==> src/hw/rtl/tvg_pkg.sv <==
// Shared constants, codes and types of the total-variation gradient block.
package tvg_pkg;

   localparam int MAX_WIDTH_DEFAULT  = 1024;
   localparam int PIXEL_BITS_DEFAULT = 16;

   localparam int CSR_INDEX_BITS = 2;
   localparam int CSR_DATA_BITS  = 16;
   localparam int DIM_BITS       = 11;
   localparam int EPS_BITS       = 16;
   localparam int PIXEL_IN_BITS  = 16;
   localparam int GRAD_BITS      = 16;
   localparam int POS_BITS       = 10;

   localparam logic [CSR_INDEX_BITS-1:0] CSR_IMAGE_WIDTH  = 2'd0;
   localparam logic [CSR_INDEX_BITS-1:0] CSR_IMAGE_HEIGHT = 2'd1;
   localparam logic [CSR_INDEX_BITS-1:0] CSR_EPSILON      = 2'd2;

   localparam logic CMD_PIXEL = 1'b0;
   localparam logic CMD_FLUSH = 1'b1;

   localparam logic [1:0] TERM_CENTER = 2'd0;
   localparam logic [1:0] TERM_DOWN   = 2'd1;
   localparam logic [1:0] TERM_RIGHT  = 2'd2;

   localparam logic [DIM_BITS-1:0] WIDTH_RESET   = 11'd256;
   localparam logic [DIM_BITS-1:0] HEIGHT_RESET  = 11'd256;
   localparam logic [EPS_BITS-1:0] EPSILON_RESET = 16'd1;
   localparam int MAX_HEIGHT = 1024;

   // Position of the pixel whose result the line buffer hands on.
   typedef struct packed {
      logic                emit;
      logic                last;
      logic [POS_BITS-1:0] row;
      logic [POS_BITS-1:0] column;
   } pos_type;

   // Numerator width: 4P - 2U - 2L of signed pixels.
   function automatic int num_width(input int pixel_bits);
      return pixel_bits + 3;
   endfunction

   // Signed width of one rounded term.
   function automatic int term_width(input int pixel_bits);
      return pixel_bits + 26;
   endfunction

endpackage

==> src/hw/rtl/tvg_term.sv <==
// One stencil term: squares, bit-serial root and bit-serial rounded quotient.
module tvg_term #(
   parameter int PIXEL_BITS = tvg_pkg::PIXEL_BITS_DEFAULT
) (
   input  logic                                                   clock,
   input  logic                                                   reset,
   input  logic                                                   start,
   input  logic signed [tvg_pkg::num_width(PIXEL_BITS)-1:0]       num,
   input  logic signed [PIXEL_BITS:0]                             dx,
   input  logic signed [PIXEL_BITS:0]                             dy,
   input  logic [tvg_pkg::EPS_BITS-1:0]                           epsilon,
   output logic                                                   done,
   output logic signed [tvg_pkg::term_width(PIXEL_BITS)-1:0]      term
);
   localparam int NW   = tvg_pkg::num_width(PIXEL_BITS);
   localparam int DW   = PIXEL_BITS + 1;
   localparam int SQW  = 2 * DW;
   localparam int SW   = 2 * PIXEL_BITS + 3;
   localparam int RW   = ((SW + 17) / 2) * 2;
   localparam int TW   = RW / 2;
   localparam int DVW  = TW + 1;
   localparam int XW   = NW + 22;
   localparam int OW   = tvg_pkg::term_width(PIXEL_BITS);
   localparam int CNTW = $clog2(XW);

   typedef enum logic [2:0] {
      S_IDLE, S_SQUARE, S_SUM, S_ROOT, S_SETUP, S_DIVIDE, S_FINISH
   } state_type;

   state_type             state_ff;
   logic                  done_ff;
   logic signed [OW-1:0]  term_ff;
   logic                  neg_ff;
   logic [NW-1:0]         mag_ff;
   logic signed [DW-1:0]  dx_ff, dy_ff;
   logic [SQW-1:0]        sqx_ff, sqy_ff;
   logic [RW-1:0]         rad_ff;
   logic [TW+1:0]         rem_ff;
   logic [TW-1:0]         root_ff;
   logic [XW-1:0]         xd_ff;
   logic [DVW-1:0]        dv_ff;
   logic [DVW-1:0]        drem_ff;
   logic [XW-1:0]         q_ff;
   logic [CNTW-1:0]       cnt_ff;

   logic [TW+3:0]         root_cat, root_trial;
   logic                  root_bit;
   logic [DVW:0]          div_cat;
   logic                  div_bit;

   assign root_cat   = {rem_ff, rad_ff[RW-1:RW-2]};
   assign root_trial = {2'b00, root_ff, 2'b01};
   assign root_bit   = root_cat >= root_trial;
   assign div_cat    = {drem_ff, xd_ff[XW-1]};
   assign div_bit    = div_cat >= {1'b0, dv_ff};

   always_ff @(posedge clock) begin
      if (reset) begin
         state_ff <= S_IDLE;
         done_ff  <= 1'b0;
      end else begin
         done_ff <= 1'b0;
         case (state_ff)
            S_IDLE: begin
               if (start) begin
                  if (num == '0) begin
                     term_ff <= '0;
                     done_ff <= 1'b1;
                  end else begin
                     neg_ff   <= num < 0;
                     mag_ff   <= (num < 0) ? NW'(-num) : NW'(num);
                     dx_ff    <= dx;
                     dy_ff    <= dy;
                     state_ff <= S_SQUARE;
                  end
               end
            end
            S_SQUARE: begin
               // Operands are widened first so the product keeps all its bits.
               sqx_ff   <= $unsigned(SQW'(dx_ff) * SQW'(dx_ff));
               sqy_ff   <= $unsigned(SQW'(dy_ff) * SQW'(dy_ff));
               state_ff <= S_SUM;
            end
            S_SUM: begin
               rad_ff   <= RW'(SW'(epsilon) + SW'(sqx_ff) + SW'(sqy_ff)) << 16;
               rem_ff   <= '0;
               root_ff  <= '0;
               cnt_ff   <= CNTW'(TW - 1);
               state_ff <= S_ROOT;
            end
            S_ROOT: begin
               // Two radicand bits enter per cycle; one root bit leaves.
               rem_ff  <= root_bit ? (TW+2)'(root_cat - root_trial) : (TW+2)'(root_cat);
               root_ff <= {root_ff[TW-2:0], root_bit};
               rad_ff  <= rad_ff << 2;
               if (cnt_ff == '0) begin
                  state_ff <= S_SETUP;
               end else begin
                  cnt_ff <= cnt_ff - CNTW'(1);
               end
            end
            S_SETUP: begin
               if (root_ff == '0) begin
                  term_ff  <= '0;
                  done_ff  <= 1'b1;
                  state_ff <= S_IDLE;
               end else begin
                  // Adding the root before halving it rounds half away from zero.
                  xd_ff    <= (XW'(mag_ff) << 21) + XW'(root_ff);
                  dv_ff    <= {root_ff, 1'b0};
                  drem_ff  <= '0;
                  q_ff     <= '0;
                  cnt_ff   <= CNTW'(XW - 1);
                  state_ff <= S_DIVIDE;
               end
            end
            S_DIVIDE: begin
               drem_ff <= div_bit ? DVW'(div_cat - {1'b0, dv_ff}) : DVW'(div_cat);
               q_ff    <= {q_ff[XW-2:0], div_bit};
               xd_ff   <= xd_ff << 1;
               if (cnt_ff == '0) begin
                  state_ff <= S_FINISH;
               end else begin
                  cnt_ff <= cnt_ff - CNTW'(1);
               end
            end
            S_FINISH: begin
               term_ff  <= neg_ff ? -$signed({1'b0, q_ff}) : $signed({1'b0, q_ff});
               done_ff  <= 1'b1;
               state_ff <= S_IDLE;
            end
            default: state_ff <= S_IDLE;
         endcase
      end
   end

   assign done = done_ff;
   assign term = term_ff;
endmodule

==> config.mk <==
export PLATFORM = sky130hd
export DESIGN_NAME = tvg_term
export DESIGN_NICKNAME = d
export VERILOG_FILES = /design/src/hw/rtl/tvg_pkg.sv /design/src/hw/rtl/tvg_term.sv
export SDC_FILE = /design/constraint.sdc
export NUM_CORES = 2
export LEC_CHECK = 0
export BUFFER_PORTS_ARGS = -buffer_cell sky130_fd_sc_hd__buf_4
export CAP_MARGIN = 20
export CORE_MARGIN = 2
export CORE_UTILIZATION = 30
export CTS_CLUSTER_SIZE = 28
export DETAILED_ROUTE_END_ITERATION = 6
export PLACE_DENSITY = 0.53
export SLEW_MARGIN = 20
export SYNTH_ARGS = -nofsm -noshare
export SYNTH_HDL_FRONTEND = slang
export SYNTH_SLANG_ARGS = --single-unit
export TNS_END_PERCENT = 5
==> constraint.sdc <==
create_clock -name clock -period 24.5 [get_ports clock]
set_input_delay 2.45 -clock clock [delete_from_list [all_inputs] [get_ports clock]]
set_output_delay 2.45 -clock clock [all_outputs]
set_load 0.03 [all_outputs]
==> metrics.txt <==
post-route ant nets=0; routed len/inst=15.6 µm; RSZ-0062 raised after global routing=no; setup violators final=0; reg2reg end=sqx_ff[33]; core area=135000 µm²; gate count of the mapped netlist=4009; Bufs and invs on worst path=5; Synth area leader=edfxtp_1; Fill cells=13837; Avg Inst Size Synth=10.2 µm²; cell mode on critical path=fa_1; Worst Path Arrival=8120 ps; Slew HR=35.9%; Seq cells post-synth=397; DRC=0; Finished Core Util=33.6%; initial core utilization=30.2%; setup TNS=0 ps; CTS tree=built; R2R setup slack=16770 ps; initial antenna violation count=2; 1st-iter DRT viols=1515; skew final=31.1 ps; Die Ht=373 µm; GRT Total Usage=13.5%; clock sink count=397; crit end category=register; fin crit period=7730 ps; CP cell instances=inv_1 > nor2_1 > inv_1 > fa_1 > inv_1 > fa_1 > fa_1 > fa_1 > fa_1 > inv_1 > fa_1 > inv_1 > ha_1 > a21o_1 > a311oi_1 > a32o_1 > a31oi_1 > a221oi_1 > nor2_1 > a2111oi_0 > a21oi_1 > xnor2_1; asr flop ratio synth=0%; Area contributors post-synth=edfxtp_1, fa_1, ha_1; most common cell in the netlist=inv_1; FF-to-FF path depth=22; Via Count=27360; status=complete, no violations; Min-Delay Path Class=reg2reg; First-pass DRT Iterations=7; Rows=135; Yosys warnings=0; later-pin clock latency in the skew report=640 ps; adder-cell share of the synthesized area=36.1%; post-synthesis mux area share=0.612%; H-tree depth=2; Horiz. Die Dim=373 µm; Synth Cell Area=40900 µm²; final net count=5014; Seq/Total Area, Yosys=29.1%; syn_nets=4931; crit path from=dx_ff[3]; # placed instances=5821; Syn-to-layout area delta=11.4%; Worst-path clk slew=60 ps; CP Depth=22; CTS root buf=clkbuf_16; Crit Path Class=reg2reg; CP top delay family=adder cells; largest net degree at the start of global routing=80; clock buffer depth=3; Layout Cells excl Fill=5913; I/O Buffers=114; Critical Path Source Type=register; die area=139000 µm²; slowest CP cell=edfxtp_1; post-CTS resize count=0; Post-synth EDFFs=393; worst slew pin tran=955 ps; Fin. Hold Viols=0; gp weighted congestion=0.848; Req. time, crit path=24880 ps; Hold WS=490 ps; top cells by instance count after synthesis=inv_1, fa_1, edfxtp_1; CTS Buf Count=49; proportion of layout cells with a drive suffix above 1=6.73%; detailed placement HPWL=71900 µm; Compound-Gate Fraction of Synth Area=9.00%; number of global-route vias before repair=28719; first-pass GRT wire length=152000 µm; Synth Area in XOR/XNOR=5.10%; synthesized-area fraction occupied by and/or/nand/nor cells=11.5%; vias per cell=4.63; max cap viols=0; max incr delay on CP=770 ps; CP max FO=16; fin crit share=31.6%; synth unique cells=81; io pins=115; largest family of logic cells by synthesized area=adder cells; grt total ovfl=0; max frequency=129 MHz; CTS Hold Bufs=0; DRT Wirelength=92200 µm; Worst R2R Start=dx_ff[3]; Worst Setup EP=sqx_ff[33]; diode count=0; prevailing post-synth register cell=edfxtp_1; share of the synthesized area in the top cell type=28.9%; Slew Viols, Final=0; postcts setup bufs=0
==> how the worst min path moves through the flow <==
stage | slack, ps | cells after the start | from | endpoint
6_report | 490 | 0 | root_ff[3] | dv_ff[4]
5_1_grt | 500 | 0 | root_ff[9] | dv_ff[10]
4_1_cts | 490 | 0 | root_ff[7] | dv_ff[8]
3_5_place_dp | 470 | 0 | root_ff[7] | dv_ff[8]
3_3_place_gp | 470 | 0 | root_ff[9] | dv_ff[10]
2_1_floorplan | 450 | 0 | dx_ff[0] | sqx_ff[0]
==> cell type report <==
cell class | instances | area, µm² | share of cell area [%]
Multi-Input combinational cell | 2671 | 25500 | 56.0
Sequential cell | 397 | 11900 | 26.1
Inverter | 829 | 3110 | 6.84
Tap cell | 1781 | 2230 | 4.90
Clock buffer | 58 | 1260 | 2.77
Timing Repair Buffer | 144 | 1090 | 2.40
Clock inverter | 33 | 437 | 0.959
==> cell families (layout without fill, tap and decap cells) <==
family                     Yosys count  after routing
buffers and inverters              941           1064
DFF                                397            397
adders and majority gates          850            850
other                                2              2
muxes                               25             25
AOI/OAI and AO/OA                  583            583
xor gates and xnor gates           238            238
and+or+nand+nor                    973            973
==> placed cells by master, fill, tap and decap left out, types with 42 or more instances in the layout <==
cell	instances
and2_1	109
clkbuf_16	49
buf_4	143
ha_1	302
nand2_1	304
xnor2_1	145
and3_1	57
inv_1	828
a21o_1	68
nor2_1	263
a21oi_1	164
nand3_1	42
o21ai_0	162
fa_1	548
edfxtp_1	393
xor2_1	93
==> sequential cells by signal (all words and copies together), names as in the netlist <==
signal and flops:
dx_ff 17, rad_ff 36, drem_ff 27, state_ff 3, dv_ff 26, mag_ff 19
cnt_ff 6, neg_ff 1, dy_ff 17, term 42, q_ff 41, rem_ff 28
sqy_ff 33, sqx_ff 33, xd_ff 41, root_ff 26, done 1
==> routing by layer <==
layer | share of wire (%) | up-vias | GRT usage (%)
met5 | 0 | - | 0
met4 | 2.3 | 0 | 3.40
met3 | 3.3 | 95 | 1.56
met2 | 49 | 403 | 23.4
met1 | 45 | 13709 | 18.0
li1 | - | 13153 | -
==> stage by stage <==
stage	worst slack (ps)	instance area, µm²
after floorplan	13090	40900
after CTS	16750	45500
after detailed placement	16760	43800
after global placement	16970	43800
after global routing	16350	45500
final	16770	45500
Power is not shown: default switching activity piles up to over one toggle a cycle in this logic, so the estimate is an artifact.
